`src/hdl/wdt_pkg.sv`:
```
// Shared types, constants and helpers for the watchdog timer peripheral.
// No dependencies; imported by every module of the block.
package wdt_pkg;

    localparam int COUNT_WIDTH    = 16;
    localparam int PRESCALE_WIDTH = 8;
    localparam int BUS_WIDTH      = 16;
    localparam int DIV_WIDTH      = 7;

    // Item kinds
    localparam logic [1:0] MODE_TICK  = 2'd0;
    localparam logic [1:0] MODE_WRITE = 2'd1;
    localparam logic [1:0] MODE_READ  = 2'd2;

    // Register map
    localparam logic [1:0] REG_CTRL    = 2'd0;
    localparam logic [1:0] REG_RELOAD  = 2'd1;
    localparam logic [1:0] REG_COUNT   = 2'd2;
    localparam logic [1:0] REG_IRQ_CLR = 2'd3;

    // Control register bits
    localparam int CTRL_RST_EN_BIT = 0;
    localparam int CTRL_IRQ_EN_BIT = 2;
    localparam int CTRL_DIV_LSB    = 3;
    localparam int CTRL_ENABLE_BIT = 5;
    localparam int CTRL_PRE_LSB    = 8;

    localparam logic [BUS_WIDTH-1:0] CTRL_RESET  = 16'h8021;
    localparam logic [31:0]          COUNT_RESET = 32'h0000_8000;

    typedef logic [COUNT_WIDTH-1:0]    t_count;
    typedef logic [PRESCALE_WIDTH-1:0] t_pre;
    typedef logic [DIV_WIDTH-1:0]      t_div;
    typedef logic [BUS_WIDTH-1:0]      t_bus;

    // Timer controls handed from the register file to the divider chain
    typedef struct packed {
        logic       enable;
        t_pre       pre;
        logic [1:0] div_sel;
    } t_ctrl;

    // Bus data into a count-wide register
    function automatic t_count bus_to_count(input t_bus d);
        logic [31:0] tmp;
        tmp = 32'(d);
        return tmp[COUNT_WIDTH-1:0];
    endfunction

    // Count-wide register onto the bus (low bits)
    function automatic t_bus count_to_bus(input t_count c);
        logic [31:0] tmp;
        tmp = 32'(c);
        return tmp[BUS_WIDTH-1:0];
    endfunction

    // Terminal value of the divider stage: 15, 31, 63 or 127
    function automatic t_div div_last(input logic [1:0] sel);
        t_div res;
        case (sel)
            2'd0:    res = 7'd15;
            2'd1:    res = 7'd31;
            2'd2:    res = 7'd63;
            default: res = 7'd127;
        endcase
        return res;
    endfunction

endpackage

```
`src/hdl/watchdog_timer_peripheral_unit.sv`:
```
// Watchdog timer peripheral: prescaler, divider, reloading down counter.
// Each result is registered in the output stage, or in skid if it stalls.
// Throughput: one item per cycle if skid free; all state updates on accept.
// A skid register keeps input ready while one result waits at the output.
// Reset (i_rst_n, synchronous, active low) loads control 0x8021, reload and
// count 0x8000, clears both stage counters, the irq flag and output valids.
module watchdog_timer_peripheral_unit (
    input  logic                i_clk,
    input  logic                i_rst_n,
    input  logic                i_in_valid,
    output logic                o_in_ready,
    input  logic [1:0]          i_mode,
    input  logic [1:0]          i_reg_select,
    input  wdt_pkg::t_bus       i_write_data,
    output logic                o_out_valid,
    input  logic                i_out_ready,
    output wdt_pkg::t_bus       o_read_data,
    output logic                o_irq_pending,
    output logic                o_reset_pulse
);
    import wdt_pkg::*;

    logic   accept, tick, div_tick, take;
    t_ctrl  ctrl;
    t_bus   res_rdata;
    logic   res_irq, res_rst;

    // Output stage and skid stage
    logic   r_out_valid, r_skid_valid;
    t_bus   r_out_rdata, r_skid_rdata;
    logic   r_out_irq,   r_skid_irq;
    logic   r_out_rst,   r_skid_rst;

    // Hold off new transfers only while the skid stage is occupied
    assign o_in_ready = !r_skid_valid;
    assign accept     = i_in_valid && o_in_ready;
    assign take       = r_out_valid && i_out_ready;
    assign tick       = accept && (i_mode == MODE_TICK);

    // Prescaler and divider: produce the tick that moves the counter
    wdt_divchain u_divchain (
        .i_clk      (i_clk),
        .i_rst_n    (i_rst_n),
        .i_tick     (tick),
        .i_ctrl     (ctrl),
        .o_div_tick (div_tick)
    );

    // Registers, down counter, irq flag; result computed for this item
    wdt_regs u_regs (
        .i_clk         (i_clk),
        .i_rst_n       (i_rst_n),
        .i_accept      (accept),
        .i_mode        (i_mode),
        .i_reg_select  (i_reg_select),
        .i_write_data  (i_write_data),
        .i_div_tick    (div_tick),
        .o_ctrl        (ctrl),
        .o_read_data   (res_rdata),
        .o_irq_pending (res_irq),
        .o_reset_pulse (res_rst)
    );

    // Control of the output and skid valids
    always_ff @(posedge i_clk) begin
        if (!i_rst_n) begin
            r_out_valid  <= 1'b0;
            r_skid_valid <= 1'b0;
        end else begin
            if (r_skid_valid) begin
                // Advance the skid entry once the output drains
                if (take) begin
                    r_out_valid  <= 1'b1;
                    r_skid_valid <= 1'b0;
                end
            end else if (accept) begin
                // Park the new result in skid if output is stuck
                if (r_out_valid && !take) begin
                    r_skid_valid <= 1'b1;
                end else begin
                    r_out_valid <= 1'b1;
                end
            end else if (take) begin
                r_out_valid <= 1'b0;
            end
        end
    end

    // Payload of the output and skid stages
    always_ff @(posedge i_clk) begin
        if (r_skid_valid) begin
            if (take) begin
                r_out_rdata <= r_skid_rdata;
                r_out_irq   <= r_skid_irq;
                r_out_rst   <= r_skid_rst;
            end
        end else if (accept) begin
            if (r_out_valid && !take) begin
                r_skid_rdata <= res_rdata;
                r_skid_irq   <= res_irq;
                r_skid_rst   <= res_rst;
            end else begin
                r_out_rdata <= res_rdata;
                r_out_irq   <= res_irq;
                r_out_rst   <= res_rst;
            end
        end
    end

    assign o_out_valid   = r_out_valid;
    assign o_read_data   = r_out_rdata;
    assign o_irq_pending = r_out_irq;
    assign o_reset_pulse = r_out_rst;

endmodule

```
`src/hdl/wdt_divchain.sv`:
```
// Prescaler and selectable divider stage of the watchdog timer.
// Depends on wdt_pkg.
module wdt_divchain (
    input  logic           i_clk,
    input  logic           i_rst_n,
    input  logic           i_tick,
    input  wdt_pkg::t_ctrl i_ctrl,
    output logic           o_div_tick
);
    import wdt_pkg::*;

    t_pre r_pre_cnt, n_pre_cnt;
    t_div r_div_cnt, n_div_cnt;
    logic active, pre_wrap, div_wrap;

    assign active     = i_tick && i_ctrl.enable;
    assign pre_wrap   = (r_pre_cnt >= i_ctrl.pre);
    assign div_wrap   = (r_div_cnt >= div_last(i_ctrl.div_sel));
    assign o_div_tick = active && pre_wrap && div_wrap;

    always_comb begin
        n_pre_cnt = r_pre_cnt;
        n_div_cnt = r_div_cnt;
        if (active) begin
            if (pre_wrap) begin
                n_pre_cnt = '0;
                n_div_cnt = div_wrap ? '0 : r_div_cnt + 1'b1;
            end else begin
                n_pre_cnt = r_pre_cnt + 1'b1;
            end
        end
    end

    always_ff @(posedge i_clk) begin
        if (!i_rst_n) begin
            r_pre_cnt <= '0;
            r_div_cnt <= '0;
        end else begin
            r_pre_cnt <= n_pre_cnt;
            r_div_cnt <= n_div_cnt;
        end
    end

endmodule

```
`src/hdl/wdt_regs.sv`:
```
// Register file, down counter and interrupt flag of the watchdog timer.
// Depends on wdt_pkg.
module wdt_regs (
    input  logic           i_clk,
    input  logic           i_rst_n,
    input  logic           i_accept,
    input  logic [1:0]     i_mode,
    input  logic [1:0]     i_reg_select,
    input  wdt_pkg::t_bus  i_write_data,
    input  logic           i_div_tick,
    output wdt_pkg::t_ctrl o_ctrl,
    output wdt_pkg::t_bus  o_read_data,
    output logic           o_irq_pending,
    output logic           o_reset_pulse
);
    import wdt_pkg::*;

    t_bus   r_ctrl,   n_ctrl;
    t_count r_reload, n_reload;
    t_count r_count,  n_count;
    logic   r_irq,    n_irq;
    logic   wr, rd, timeout;

    assign wr = i_accept && (i_mode == MODE_WRITE);
    assign rd = (i_mode == MODE_READ);

    assign o_ctrl.enable  = r_ctrl[CTRL_ENABLE_BIT];
    assign o_ctrl.pre     = r_ctrl[CTRL_PRE_LSB +: PRESCALE_WIDTH];
    assign o_ctrl.div_sel = r_ctrl[CTRL_DIV_LSB +: 2];

    // Divided tick with count at zero or one means timeout
    assign timeout = i_div_tick && (r_count <= t_count'(1));

    always_comb begin
        n_ctrl   = r_ctrl;
        n_reload = r_reload;
        n_count  = r_count;
        n_irq    = r_irq;
        if (i_div_tick) begin
            if (timeout) begin
                n_count = r_reload;
                if (r_ctrl[CTRL_IRQ_EN_BIT]) begin
                    n_irq = 1'b1;
                end
            end else begin
                n_count = r_count - 1'b1;
            end
        end
        if (wr) begin
            unique case (i_reg_select)
                REG_CTRL:    n_ctrl   = i_write_data;
                REG_RELOAD:  n_reload = bus_to_count(i_write_data);
                REG_COUNT:   n_count  = bus_to_count(i_write_data);
                REG_IRQ_CLR: n_irq    = 1'b0;
                default:     n_irq    = r_irq;
            endcase
        end
    end

    always_comb begin
        o_read_data = '0;
        if (rd) begin
            unique case (i_reg_select)
                REG_CTRL:   o_read_data = r_ctrl;
                REG_RELOAD: o_read_data = count_to_bus(r_reload);
                REG_COUNT:  o_read_data = count_to_bus(r_count);
                default:    o_read_data = '0;
            endcase
        end
    end

    assign o_irq_pending = n_irq;
    assign o_reset_pulse = timeout && r_ctrl[CTRL_RST_EN_BIT];

    always_ff @(posedge i_clk) begin
        if (!i_rst_n) begin
            r_ctrl   <= CTRL_RESET;
            r_reload <= COUNT_RESET[COUNT_WIDTH-1:0];
            r_count  <= COUNT_RESET[COUNT_WIDTH-1:0];
            r_irq    <= 1'b0;
        end else if (i_accept) begin
            r_ctrl   <= n_ctrl;
            r_reload <= n_reload;
            r_count  <= n_count;
            r_irq    <= n_irq;
        end
    end

endmodule
```
`config.mk`:
```
export PLATFORM = sky130hd
export DESIGN_NAME = watchdog_timer_peripheral_unit
export DESIGN_NICKNAME = d
export VERILOG_FILES = /design/src/hdl/wdt_pkg.sv /design/src/hdl/watchdog_timer_peripheral_unit.sv /design/src/hdl/wdt_divchain.sv /design/src/hdl/wdt_regs.sv
export SDC_FILE = /design/constraint.sdc
export NUM_CORES = 1
export LEC_CHECK = 0
export ABC_AREA = 1
export BUFFER_PORTS_ARGS = -buffer_cell sky130_fd_sc_hd__buf_2
export CELL_PAD_IN_SITES_DETAIL_PLACEMENT = 1
export CELL_PAD_IN_SITES_GLOBAL_PLACEMENT = 2
export CORE_AREA = 2 2 143 145
export CTS_BUF_LIST = sky130_fd_sc_hd__clkbuf_8
export DETAILED_ROUTE_END_ITERATION = 7
export DIE_AREA = 0 0 145 147
export MAX_ROUTING_LAYER = met4
export PLACE_DENSITY_LB_ADDON = 0.1
export SYNTH_ARGS = -nofsm -noshare
export SYNTH_HDL_FRONTEND = slang
export SYNTH_HIERARCHICAL = 1
export SYNTH_SLANG_ARGS = --single-unit
export TNS_END_PERCENT = 20
```
`constraint.sdc`:
```
create_clock -name i_clk -period 7.8 [get_ports i_clk]
set_clock_uncertainty 0.15 [all_clocks]
set_input_delay 2.34 -clock i_clk [delete_from_list [all_inputs] [get_ports i_clk]]
set_output_delay 2.34 -clock i_clk [all_outputs]
set_load 0.03 [all_outputs]
```
---- Yosys cells after proc, flatten, opt, wreduce, memory -nomap -nowiden ----
Cells that the tools add are included.
cells by class
  $add $sub $neg .......................... 3
  equal/unequal tests ..................... 10
  multiplexer cells ....................... 35
  reduce and logical (&&, ||, !) cells .... 23
  bitwise gates (word level) .............. 1
  order comparisons ....................... 3
operator list
  cell                                                                               count
  16-bit two-way mux                                                                 9
  16-bit one-hot mux with 3 select lines                                             1
  1-bit two-way mux                                                                  22
  7-bit one-hot mux with 3 select lines                                              1
  16-bit by 1-bit less-or-equal comparator with 1-bit output, second input constant  1
  16-bit by 1-bit subtractor with 16-bit output, second input constant               1
  3-bit AND reduction                                                                5
  1-bit logical AND                                                                  10
  8-bit by 1-bit adder with 8-bit output, second input constant                      1
  2-bit equality test, second input constant                                         4
  8-bit greater-or-equal comparator                                                  1
  8-bit two-way mux                                                                  1
  7-bit by 1-bit adder with 7-bit output, second input constant                      1
  7-bit greater-or-equal comparator                                                  1
  7-bit two-way mux                                                                  1
  2-bit by 1-bit equality test with 1-bit output, second input constant              3
  2-bit zero test                                                                    3
  2-bit != test, second input constant                                               2
  2-bit nonzero test                                                                 2
  3-bit != test, second input constant                                               1
  1-bit zero test                                                                    2
  2-bit AND reduction                                                                1
  1-bit NOT                                                                          1
word-level totals
  output and inout bits ................... 20
  word-level logic and storage cells ...... 89
  input port bits ......................... 24
  bits in registers ....................... 102

---- Longest topological paths before layout ----
  depth after elaboration ................. 14
  mapped depth ............................ 21
  mapped depth without buffers ............ 20

---- By module ----
Netlist, hierarchy kept.
modules (own cells, without submodules)
  module                          area an instance (µm²)  sequential area each (µm²)  instances  cells each
  wdt_regs                        3246.9                  980.9                       1          541
  watchdog_timer_peripheral_unit  1435.1                  1121.1                      1          116
  wdt_divchain                    1181.1                  300.3                       1          167

---- Worst setup path after synthesis ----
Ideal clock, no wire load.
  kind .................................... input port to flip-flop
  start ................................... input port i_in_valid
  end ..................................... register r_out_irq (netlist: o_irq_pending) (data pin)
  required time ........................... 7520 ps
  stages on the path ...................... 15
  setup time .............................. 130 ps
  data arrival time ....................... 3993 ps
  slack ................................... 3528 ps
  path buffers ............................ 0
  cells stage by stage .................... nand2_2 > nor3_1 > nand2_2 > bufinv_8 > nand2_4 > nor2_1 > nand2_1 > nor2_4 > nand3_4 > inv_1 > a21o_1 > o21ai_0 > inv_1 > nand2_1 > nand2_1
between the ends
  word-level cells in the longest chain between the ends .. 13
  elaborated cells between the ends (all ways) .. 14
  classes of those cells .................. mux: 7; reduce/logical: 7
RTL lines
  item                                 RTL line                               RTL
  start: declaration                   watchdog_timer_peripheral_unit.sv:10   input logic i_in_valid,
  1-bit logical AND (*)                watchdog_timer_peripheral_unit.sv:36   assign accept = i_in_valid && o_in_ready;
  1-bit logical AND (*)                watchdog_timer_peripheral_unit.sv:38   assign tick = accept && (i_mode == MODE_TICK);
  via tick                             watchdog_timer_peripheral_unit.sv:23   logic accept, tick, div_tick, take;
  1-bit logical AND (*)                wdt_divchain.sv:16                     assign active = i_tick && i_ctrl.enable;
  1-bit logical AND (*) (2 in series)  wdt_divchain.sv:19                     assign o_div_tick = active && pre_wrap && div_wrap;
  via div_tick                         watchdog_timer_peripheral_unit.sv:23
  1-bit logical AND                    wdt_regs.sv:32                         assign timeout = i_div_tick && (r_count <= t_count'(1));
  1-bit two-way mux                    wdt_regs.sv:40                         if (timeout) begin
  1-bit two-way mux (*)                wdt_regs.sv:39                         if (i_div_tick) begin
  1-bit two-way mux                    wdt_regs.sv:50                         unique case (i_reg_select)
  1-bit two-way mux (*)                wdt_regs.sv:49                         if (wr) begin
  via res_irq                          watchdog_timer_peripheral_unit.sv:26   logic res_irq, res_rst;
  1-bit two-way mux (*)                watchdog_timer_peripheral_unit.sv:98   if (r_out_valid && !take) begin
  1-bit two-way mux (*)                watchdog_timer_peripheral_unit.sv:97   end else if (accept) begin
  1-bit two-way mux (*)                watchdog_timer_peripheral_unit.sv:91   if (r_skid_valid) begin
  end signal: assignment               watchdog_timer_peripheral_unit.sv:94   r_out_irq <= r_skid_irq;
  end signal: assignment               watchdog_timer_peripheral_unit.sv:104  r_out_irq <= res_irq;
  end: declaration                     watchdog_timer_peripheral_unit.sv:31   logic r_out_irq, r_skid_irq;
The timed path passes the listed nets; every way through them passes the cells marked *. The select of a mux whose other input is x is not followed.
A chain may end at the register's enable or synchronous reset.

---- Worst setup path after layout ----
Ends and elaborated chain as after synthesis.

==> results_dict.tcl <==
set metrics [dict create \
    max_slew_margin 0.327 \
    numCtsBuffers 9 \
    vias 5208 \
    cts.hold.buffers_added 0 \
    synth_nets 863 \
    ctsLongestPathBuffers 2 \
    leakage_nw 3.00 \
    period_share 0.631 \
    ff2ff_path_depth 17 \
    end_kind "register" \
    critPathArrivalTime_ps 5020 \
    synth_area_per_cell_sq_um 7.12 \
    power_density_nw_per_um2 160 \
    post-dp-hpwl_microns 13900 \
    nets 884 \
    yosys.cell_count.top_type "nand2_1" \
    drt_iter0_drc 189 \
    wl_per_cell_microns 16.6 \
    power.internal_uw 718 \
    synth_edf_count 36 \
    tightest_slew_ps 1010 \
    drt_pre_antenna_iters 4 \
    clkSinkCount 102 \
    cp_max_fo 24 \
    cp-start-kind "primary input" \
    outcome "finished clean" \
    die_w_microns 145 \
    tns_ps 0 \
    critPathKind "primary input to register" \
    insertion_delay_ps 380 \
    p_clk_frac 0.315 \
    place_congestion 0.801 \
    core_area_sq_um 19800 \
    synth_warnings 6 \
    pwr-share-comb 0.123 \
    fp.dieH_microns 147 \
    async_reset_ff_frac 0 \
    grt_overflow 0 \
    r2r_end "o_irq_pending" \
    vias_per_cell 4.65 \
    setup_viol 0 \
    synth-main-ff-cell "dfxtp_1" \
    ir_worst_vdd_mv 0.0671 \
    final_cell_area_sq_um 6410 \
    grt_pass1_wl_microns 29700 \
    maxCapViolCount 0 \
    synth.area.top_cells "dfxtp_1 (23%), edfxtp_1 (18%), nand2_1 (15%)" \
    diodes 0 \
    synth_commonest_cells "nand2_1 (233), inv_1 (105), nor2_1 (102)" \
    ant_nets 0 \
    synth.distinct_cells 35 \
    synth_area_leader_cell "dfxtp_1" \
    postSynthCellCount 824 \
    min_delay_path_depth 2 \
    post_cts_buffers 0 \
    io_pins 44 \
    crit_start "i_in_valid" \
    synth_area_sq_um 5860 \
    hold_path_end "u_regs/r_count[1]" \
    root_buffer "clkbuf_8" \
    grt_pass1_vias 5322 \
    worstHoldPathType "register to register" \
    hold_viol_final 0 \
    antenna_found_initial 0 \
    min_period_ps 4920 \
    h-tree-depth 3 \
    row_count 52 \
    clkTransAtPathRegs_ps 100 \
    portBuffers 43 \
    finalWirelength_microns 18600 \
    synth_top_area_frac 0.225 \
    drv_slew 0 \
    drive_gt1_frac 0.126 \
    p_sw_uw 306 \
    start_util 0.295 \
    tritoncts "yes" \
    cts.repair.resized 0 \
    cp.required_ps 7900 \
    floorplan.die_area_sq_um 21300 \
    reg2reg_setup_slack_ps 3810 \
    hold_path_startpoint "u_regs/r_count[1]" \
    area_delta_synth_final_pct 9.28 \
    netSwitchingFraction 0.299 \
    grt_max_degree 44 \
    maxClockFrequency_mhz 203 \
    rsz0062_at_grt "no" \
    r2r_start "r_skid_valid" \
    ys_ff_latch 102 \
    ys_seq_area_frac 0.410 \
    placed_area_sq_um 6230 \
    grt_use_total 0.184 \
    seq_power_share 0.561 \
    post-route-drc-count 0 \
]
==> cell usage in the layout (no fill, tap or decap), types with 2 or more instances in the layout <==
master,n
nand2_1,233
a21o_1,2
o21ai_1,8
buf_4,4
nand2_2,7
inv_2,8
edfxtp_1,36
xor2_1,6
nor2_4,8
o221ai_1,9
inv_1,105
nand3_2,2
buf_2,43
clkinv_2,2
nand3_4,2
nand4_1,5
clkinvlp_4,2
ha_1,15
nor2_1,102
o211ai_1,8
dfxtp_1,66
nand3_1,46
nor2_2,11
clkbuf_8,9
a21oi_1,49
o21ai_0,46
nand2_4,2
xnor2_1,3
==> worst max-delay path by stage <==
stage	endpoint	slack, ps	cells past startpoint
after CTS	o_irq_pending	2850	17
final	o_irq_pending	2880	17
after detailed placement	o_irq_pending	2440	17
after global routing	o_irq_pending	2600	17
after floorplan	o_irq_pending	3530	15
after global placement	o_irq_pending	2500	17
==> critical path, cell delays in order <==
cell,delay (ps)
buf_2,100
nand2_2,70
nor3_1,340
nand2_2,190
bufinv_8,260
nand2_4,80
nor2_1,130
buf_4,210
nand2_1,110
nor2_4,200
nand3_4,280
inv_1,250
a21o_1,130
o21ai_0,100
inv_1,100
nand2_1,60
nand2_1,70
==> through the flow <==
stage          power [mW]  instances  hold WS [ps]   util  setup slack [ps]
3_3_place_gp        0.714       1104           330  0.314              2500
4_1_cts              1.04       1120           358  0.323              2850
6_report             1.02       1120           349  0.323              2880
5_1_grt              1.08       1120           381  0.323              2600
2_1_floorplan       0.671        824           294      -              3530
3_5_place_dp        0.716       1104           341  0.314              2440
==> layout make-up <==
type,instances,area [sq um]
tap,270,338
inverter,115,447
sequential,102,2400
multi-input combinational,570,2800
clock inverter,7,48.8
fill,2518,13400
timing repair buffer,47,245
clock buffer,9,124
==> sequential cells by signal, indices dropped and copies added (netlist names) <==
name and cells:
o_read_data 16, r_skid_rdata 16, u_regs/r_count 16, u_regs/r_ctrl 16, u_regs/r_reload 16, u_divchain/r_pre_cnt 8, u_divchain/r_div_cnt 7, o_irq_pending 1
o_out_valid 1, o_reset_pulse 1, r_skid_irq 1, r_skid_rst 1, r_skid_valid 1, u_regs/r_irq 1
==> routing by layer <==
metal	wire, microns	global-route usage
met5	0	-
met4	227	0.0535
met3	448	0.0183
met2	8740	0.301
met1	9160	0.243
==> power by group through the flow <==
stage	clock [mW]	combinational (mW)	sequential, mW
after floorplan	0	0.0717	0.599
after global placement	0	0.127	0.588
after detailed placement	0	0.128	0.588
after CTS	0.340	0.129	0.576
after global routing	0.362	0.142	0.578
final	0.323	0.126	0.575
==> cells by family after synthesis <==
logic type	count (synthesis)	share of synthesized area
mux	1	0.00171
compound gates	124	0.116
xor+xnor	9	0.0134
flops	102	0.410
simple gates	421	0.314
fa+ha+maj	15	0.0320
buf+inv	152	0.113
No activity file was read; power rests on OpenSTA's default activity.
